--- src/sv/bounded_bag_swap_remove_unit_assert.svh ---
// Assertion macros for the bag unit; clocked on i_clk, disabled in reset.
`ifndef BOUNDED_BAG_SWAP_REMOVE_UNIT_ASSERT_SVH
`define BOUNDED_BAG_SWAP_REMOVE_UNIT_ASSERT_SVH

// Same-cycle implication.
`define BBSR_ASSERT_NOW(lbl, ante, cons, msg) \
    lbl: assert property (@(posedge i_clk) disable iff (!i_rst_n) (ante) |-> (cons)) \
        else $error(msg);

// Next-cycle implication.
`define BBSR_ASSERT_NEXT(lbl, ante, cons, msg) \
    lbl: assert property (@(posedge i_clk) disable iff (!i_rst_n) (ante) |=> (cons)) \
        else $error(msg);

`endif

--- src/sv/bbsr_pkg.sv ---
`timescale 1ns / 1ps
// ----------------------------------------------------------------------------
// bbsr_pkg
// Shared constants, codes and types of the bounded bag unit.
// ----------------------------------------------------------------------------
package bbsr_pkg;

    localparam int MAX_ITEMS = 16;
    localparam int IDX_W     = (MAX_ITEMS > 1) ? $clog2(MAX_ITEMS) : 1;
    localparam int CNT_W     = $clog2(MAX_ITEMS + 1);

    // Field widths of the channels
    localparam int DATA_W = 32;
    localparam int OP_W   = 2;
    localparam int SLOT_W = 4;
    localparam int ST_W   = 2;
    localparam int REM_W  = 5;
    localparam int CNTF_W = 5;

    localparam logic [OP_W-1:0] OP_ADD        = 2'd0;
    localparam logic [OP_W-1:0] OP_REMOVE     = 2'd1;
    localparam logic [OP_W-1:0] OP_REMOVE_ALL = 2'd2;
    localparam logic [OP_W-1:0] OP_READ       = 2'd3;

    localparam logic [ST_W-1:0] ST_OK      = 2'd0;
    localparam logic [ST_W-1:0] ST_FULL    = 2'd1;
    localparam logic [ST_W-1:0] ST_NOMATCH = 2'd2;
    localparam logic [ST_W-1:0] ST_RANGE   = 2'd3;

    typedef logic [DATA_W-1:0] t_word;

    typedef struct packed {
        logic             we;
        logic [IDX_W-1:0] waddr;
        t_word            wdata;
        logic [IDX_W-1:0] raddr;
    } t_ram_req;

endpackage

--- src/sv/bbsr_ram.sv ---
`timescale 1ns / 1ps
// ----------------------------------------------------------------------------
// bbsr_ram
// Entry store: one write port, one read port with registered read data.
// ----------------------------------------------------------------------------
module bbsr_ram
    import bbsr_pkg::*;
(
    input  logic     i_clk,
    input  t_ram_req i_req,
    output t_word    o_rdata
);

    t_word r_mem [MAX_ITEMS];
    t_word r_rdata;

    always_ff @(posedge i_clk) begin
        if (i_req.we) begin
            r_mem[i_req.waddr] <= i_req.wdata;
        end
        r_rdata <= r_mem[i_req.raddr];
    end

    assign o_rdata = r_rdata;

endmodule

--- src/sv/bounded_bag_swap_remove_unit.sv ---
`timescale 1ns / 1ps
// Flow: add, a full add, an out-of-range read and a remove on an empty bag go straight to
// output; read waits for the registered read data; remove swaps the last entry into a match.
// Throughput: one item at a time; the scan reads one entry per cycle, between swaps, through
// the single read port of the entry store.
// Reset: i_rst_n synchronous, active low; returns to idle, clears the fill count and output valid.
// Entry contents are not cleared and hold garbage until written.
// ----------------------------------------------------------------------------
// bounded_bag_swap_remove_unit
// Unordered bag with add, swap-remove, remove-all and indexed read.
// ----------------------------------------------------------------------------
`include "bounded_bag_swap_remove_unit_assert.svh"

module bounded_bag_swap_remove_unit
    import bbsr_pkg::*;
(
    input  logic                     i_clk,
    input  logic                     i_rst_n,
    input  logic                     i_valid,
    output logic                     o_ready,
    input  logic [OP_W-1:0]          i_op,
    input  logic signed [DATA_W-1:0] i_value,
    input  logic [SLOT_W-1:0]        i_slot,
    output logic                     o_valid,
    input  logic                     i_ready,
    output logic [ST_W-1:0]          o_status,
    output logic [REM_W-1:0]         o_removed,
    output logic signed [DATA_W-1:0] o_read_data,
    output logic [CNTF_W-1:0]        o_count
);

    localparam logic [2:0] S_IDLE   = 3'd0;
    localparam logic [2:0] S_SCAN   = 3'd1;
    localparam logic [2:0] S_SWAP   = 3'd2;
    localparam logic [2:0] S_RDWAIT = 3'd3;
    localparam logic [2:0] S_EMIT   = 3'd4;

    logic [2:0]       r_state, n_state;
    logic [CNT_W-1:0] r_fill, n_fill;
    logic [IDX_W-1:0] r_idx, n_idx;
    logic [OP_W-1:0]  r_op, n_op;
    t_word            r_value, n_value;
    logic [CNT_W-1:0] r_removed, n_removed;
    logic [ST_W-1:0]  r_status, n_status;
    t_word            r_data, n_data;
    logic             r_fwd, n_fwd;
    t_word            r_fwd_data, n_fwd_data;

    logic              r_out_valid, n_out_valid;
    logic [ST_W-1:0]   r_out_status, n_out_status;
    logic [REM_W-1:0]  r_out_removed, n_out_removed;
    t_word             r_out_data, n_out_data;
    logic [CNTF_W-1:0] r_out_count, n_out_count;

    t_ram_req         w_req;
    t_word            w_rdata;
    t_word            w_cmp_data;
    logic [CNT_W-1:0] w_fill_m1;
    logic [CNT_W-1:0] w_idx_next;
    logic             w_add_take;

    bbsr_ram u_ram (
        .i_clk   (i_clk),
        .i_req   (w_req),
        .o_rdata (w_rdata)
    );

    assign w_fill_m1  = r_fill - CNT_W'(1);
    assign w_idx_next = CNT_W'(r_idx) + CNT_W'(1);
    // Entry just rewritten by a swap comes from the bypass, not the store
    assign w_cmp_data = r_fwd ? r_fwd_data : w_rdata;
    assign o_ready    = (r_state == S_IDLE);
    assign w_add_take = i_valid && o_ready && i_op == OP_ADD && r_fill != CNT_W'(MAX_ITEMS);

    always_comb begin
        n_state       = r_state;
        n_fill        = r_fill;
        n_idx         = r_idx;
        n_op          = r_op;
        n_value       = r_value;
        n_removed     = r_removed;
        n_status      = r_status;
        n_data        = r_data;
        n_fwd         = r_fwd;
        n_fwd_data    = r_fwd_data;
        n_out_valid   = r_out_valid && !i_ready;
        n_out_status  = r_out_status;
        n_out_removed = r_out_removed;
        n_out_data    = r_out_data;
        n_out_count   = r_out_count;
        w_req.we      = 1'b0;
        w_req.waddr   = r_idx;
        w_req.wdata   = r_value;
        w_req.raddr   = r_idx;

        case (r_state)
            S_IDLE: begin
                if (i_valid) begin
                    n_op      = i_op;
                    n_value   = i_value;
                    n_removed = '0;
                    n_data    = '0;
                    n_status  = ST_OK;
                    n_idx     = '0;
                    n_fwd     = 1'b0;
                    n_state   = S_EMIT;
                    case (i_op)
                        OP_ADD: begin
                            if (r_fill == CNT_W'(MAX_ITEMS)) begin
                                n_status = ST_FULL;
                            end else begin
                                w_req.we    = 1'b1;
                                w_req.waddr = r_fill[IDX_W-1:0];
                                w_req.wdata = i_value;
                                n_fill      = r_fill + CNT_W'(1);
                            end
                        end
                        OP_READ: begin
                            if (CNT_W'(i_slot) < r_fill) begin
                                w_req.raddr = IDX_W'(i_slot);
                                n_state     = S_RDWAIT;
                            end else begin
                                n_status = ST_RANGE;
                            end
                        end
                        OP_REMOVE, OP_REMOVE_ALL: begin
                            if (r_fill == '0) begin
                                n_status = ST_NOMATCH;
                            end else begin
                                w_req.raddr = '0;
                                n_state     = S_SCAN;
                            end
                        end
                        default: n_state = S_EMIT;
                    endcase
                end
            end
            S_SCAN: begin
                n_fwd = 1'b0;
                if (w_cmp_data == r_value) begin
                    // fetch the last entry to move into the hole
                    w_req.raddr = w_fill_m1[IDX_W-1:0];
                    n_state     = S_SWAP;
                end else if (w_idx_next < r_fill) begin
                    n_idx       = w_idx_next[IDX_W-1:0];
                    w_req.raddr = w_idx_next[IDX_W-1:0];
                end else begin
                    n_status = (r_removed == '0) ? ST_NOMATCH : ST_OK;
                    n_state  = S_EMIT;
                end
            end
            S_SWAP: begin
                w_req.we    = 1'b1;
                w_req.waddr = r_idx;
                w_req.wdata = w_rdata;
                n_fill      = w_fill_m1;
                n_removed   = r_removed + CNT_W'(1);
                n_status    = ST_OK;
                // entries below the hole were already checked: rescan from it
                if (r_op == OP_REMOVE_ALL && CNT_W'(r_idx) < w_fill_m1) begin
                    n_fwd      = 1'b1;
                    n_fwd_data = w_rdata;
                    n_state    = S_SCAN;
                end else begin
                    n_state = S_EMIT;
                end
            end
            S_RDWAIT: begin
                n_data  = w_rdata;
                n_state = S_EMIT;
            end
            S_EMIT: begin
                if (!r_out_valid || i_ready) begin
                    n_out_valid   = 1'b1;
                    n_out_status  = r_status;
                    n_out_removed = REM_W'(r_removed);
                    n_out_data    = r_data;
                    n_out_count   = CNTF_W'(r_fill);
                    n_state       = S_IDLE;
                end
            end
            default: n_state = S_IDLE;
        endcase
    end

    always_ff @(posedge i_clk) begin
        if (!i_rst_n) begin
            r_state     <= S_IDLE;
            r_fill      <= '0;
            r_fwd       <= 1'b0;
            r_out_valid <= 1'b0;
        end else begin
            r_state     <= n_state;
            r_fill      <= n_fill;
            r_fwd       <= n_fwd;
            r_out_valid <= n_out_valid;
        end
    end

    always_ff @(posedge i_clk) begin
        r_idx         <= n_idx;
        r_op          <= n_op;
        r_value       <= n_value;
        r_removed     <= n_removed;
        r_status      <= n_status;
        r_data        <= n_data;
        r_fwd_data    <= n_fwd_data;
        r_out_status  <= n_out_status;
        r_out_removed <= n_out_removed;
        r_out_data    <= n_out_data;
        r_out_count   <= n_out_count;
    end

    assign o_valid     = r_out_valid;
    assign o_status    = r_out_status;
    assign o_removed   = r_out_removed;
    assign o_read_data = r_out_data;
    assign o_count     = r_out_count;

    `BBSR_ASSERT_NOW(a_fill_bound, 1'b1, r_fill <= CNT_W'(MAX_ITEMS), "fill above capacity")
    `BBSR_ASSERT_NOW(a_scan_in_range, r_state == S_SCAN, CNT_W'(r_idx) < r_fill, "scan past fill")
    `BBSR_ASSERT_NOW(a_swap_nonempty, r_state == S_SWAP, r_fill != '0, "swap with empty bag")
    `BBSR_ASSERT_NEXT(a_add_grows, w_add_take, r_fill == $past(r_fill) + CNT_W'(1), "add lost")

endmodule

--- config.mk ---
export PLATFORM = sky130hd
export DESIGN_NAME = bounded_bag_swap_remove_unit
export DESIGN_NICKNAME = d
export VERILOG_FILES = /design/src/sv/bbsr_pkg.sv /design/src/sv/bbsr_ram.sv /design/src/sv/bounded_bag_swap_remove_unit.sv
export VERILOG_INCLUDE_DIRS = /design/src /design/src/sv
export SDC_FILE = /design/constraint.sdc
export NUM_CORES = 1
export LEC_CHECK = 0
export BUFFER_PORTS_ARGS = -buffer_cell sky130_fd_sc_hd__buf_2
export CELL_PAD_IN_SITES_DETAIL_PLACEMENT = 2
export CELL_PAD_IN_SITES_GLOBAL_PLACEMENT = 2
export CORE_AREA = 5 5 293 295
export DETAILED_ROUTE_END_ITERATION = 10
export DIE_AREA = 0 0 298 300
export PLACE_DENSITY_LB_ADDON = 0.2
export SYNTH_ARGS = -nofsm -noshare
export SYNTH_HDL_FRONTEND = slang
export SYNTH_SLANG_ARGS = --single-unit
--- constraint.sdc ---
create_clock -name i_clk -period 3.95 [get_ports i_clk]
set_input_delay 0.1975 -clock i_clk [delete_from_list [all_inputs] [get_ports i_clk]]
set_output_delay 0.1975 -clock i_clk [all_outputs]
set_load 0.05 [all_outputs]
==> out/metrics.yaml <==
run_status:
  status: "completed"
logic_synthesis:
  synthCells: 1763
  synth_top_area_share: 0.693
  yosys-top-cells-area: "edfxtp_1 (69%), mux2_2 (6.5%), a22oi_1 (4.2%), dfxtp_1 (2.9%), mux2_1 (2.1%)"
  syn-num-nets: 1823
  syn_avg_cell_area_um2: 16.3
  synth-edff-count: 665
  synth_warnings: 0
  ys_async_sr_fraction: 0
  ys.flop_type: "edfxtp_1"
  yosysSeqAreaShare: 0.722
  synth_seq_cells: 707
  netlist-cell-type-count: 67
  synthesis.area_um2: 28800
  synth_top_area_cell: "edfxtp_1"
power_and_ir_drop:
  peakVddDrop_mv: 0.270
  power_density_nw_per_um2: 553
  p_total_mw: 19.4
  leakage_nw: 11.5
sta:
  tightest_slew_ns: 1.24
  min_period_over_period: 0.976
  slew_violations: 0
  hold_viol: 0
  fin_crit_ns: 3.86
  clock_skew_ns: 0.0264
  fmax_mhz: 259
  slew_headroom: 0.171
  setup_viol: 0
place:
  port_buffers: 87
  dpl-instance-area_um2: 31900
  dp_hpwl_um: 55800
  gp_congestion: 0.780
clock_tree:
  tritoncts: "yes"
  htree_levels: 3
  cts_num_sinks: 707
  clk_path_buf_depth: 3
  clock-root-buffer: "clkbuf_16"
  clkTransAtPathRegs_ns: 0.07
  cts_buffers: 77
  clk-insertion-delay-late_ns: 0.63
cells_and_area:
  final_nets: 2070
  final_cell_mix: "edfxtp_1 (665), mux2_2 (167), a22oi_1 (160)"
  syn_to_final_growth_pct: 21.5
  finish.utilization: 0.422
  drive_gt1_frac: 0.281
  final_area_um2: 35000
  n_antenna_cell: 0
  layout_commonest_cell: "edfxtp_1"
  fillers: 7855
detailed_routing:
  drtIter0Drc: 1427
  routed_via_density: 5.51
  antenna_left: 0
  vias: 17400
  firstDrtPassIters: 5
  drc: 0
  drt_wl_total_um: 92600
  routedWlPerCell_um: 29.3
floorplan:
  rows: 106
  fp.dieH_um: 300
  start_util: 0.348
  core_um2: 82900
  die_w_um: 298
  dieArea_um2: 89400
  ioPinCount: 88
critical_path:
  cp.arrival_ns: 4.28
  r2r_start: "r_fill[1]$_SDFFE_PN0P_"
  crit_start: "r_fill[1]$_SDFFE_PN0P_"
  end_kind: "flip-flop"
  path_max_fanout: 21
  critPathRequiredTime_ns: 4.37
  critical_path_class: "reg -> reg"
  cp-start-kind: "flip-flop"
grt:
  grt_pass1_vias: 19100
  overflow: 0
  grt.total_usage: 0.201
  grt_max_degree: 38
  grt_pass1_wl_um: 133000
  antenna_found_initial: 3
worst_hold_path:
  hold_path.class: "in -> reg"
  min_from: "i_valid"
run:
  cap_viol_max_count: 0
[Yosys cell counts, types with 36 or more instances]
cell type,number
and2_1,39
mux2_1,55
a22oi_1,161
nand3_1,43
mux2_2,167
dfxtp_1,42
o211ai_1,36
nor2_1,51
o21ai_0,82
edfxtp_1,665
xnor2_1,42
clkbuf_1,66
nand4_1,64
[routing by layer]
layer	global-route usage	vias up	wire, um	part of all wire
met5	0	-	0	0
met3	0.0326	108	4560	0.049
li1	-	7544	-	-
met2	0.344	477	46200	0.50
met4	0.0534	0	1990	0.021
met1	0.268	9257	39900	0.43
[through the flow]
step / TNS (ns) / setup slack [ns] / std cells / hold slack (ns)
2_1_floorplan: 0 / 0.272 / 1763 / 0.296
3_3_place_gp: -1.33 / -0.172 / 2968 / 0.394
3_5_place_dp: -2.12 / -0.223 / 2968 / 0.395
4_1_cts: 0 / 0.0187 / 3149 / 0.0375
5_1_grt: -0.494 / -0.0877 / 3155 / 0.0842
6_report: 0 / 0.0931 / 3155 / 0.0625
[registers in the layout (all words and copies together) (netlist names)]
signal,count
u_ram.r_mem,512
o_read_data,32
r_data,32
r_fwd_data,32
r_value,32
u_ram.o_rdata,32
o_count,5
o_removed,5
r_fill,5
r_removed,5
r_idx,4
r_state,3
o_status,2
r_op,2
r_status,2
o_valid,1
r_fwd,1
[area by class of cell]
class                           instances  area (um^2)  share of cell area
Sequential cell                       707        20800               0.595
Multi-Input combinational cell        934         7730               0.221
Timing Repair Buffer                  274         2480              0.0710
Clock buffer                          106         2140              0.0610
Tap cell                             1080         1350              0.0386
Clock inverter                         38          424              0.0121
Inverter                               16         60.1             0.00172
[cells by family (layout without fill, tap and decap cells)]
group           Yosys count  after routing  synth area share
buf+inv                 122            434            0.0188
fa+ha+maj                18             18           0.00782
mux                     256            256            0.0986
flops                   707            707             0.722
compound gates          340            340            0.0830
simple gates            275            275            0.0559
xor+xnor                 45             45            0.0137
[final timing paths]
path	to	slack (ns)	cells past startpoint
max	u_ram.r_mem[15][1]$_DFFE_PP_	0.09	11
min	r_fwd$_SDFFE_PN0P_	0.06	4
max reg2reg	u_ram.r_mem[15][1]$_DFFE_PP_	0.09	11
min reg2reg	o_read_data[28]$_DFFE_PP_	0.42	0
[critical path, stage by stage (launching register included)]
cell      delay [ns]
dfxtp_1         0.34
inv_1           0.06
buf_4           0.16
ha_1            0.21
nand2_1         0.13
o211ai_1        0.10
buf_4           0.19
nor2_2          0.94
buf_4           0.39
a22oi_1         0.09
o21ai_0         0.66
buf_4           0.37
[power breakdown]
group,internal (mW),total (mW),switching [mW]
clock,4.28,7.33,3.05
sequential,8.72,9.15,0.427
combinational,1.07,2.88,1.81
[timing repair]
action                                  CTS  global route
gates resized for setup                   2            11
hold buffers                             36             0
pin swaps                                 1             7
hold endpoints to repair                 44             0
setup buffers                             1             4
endpoints found under the setup margin   32            32
cloned                                    0             2
Power figures use the tool's default switching activity.
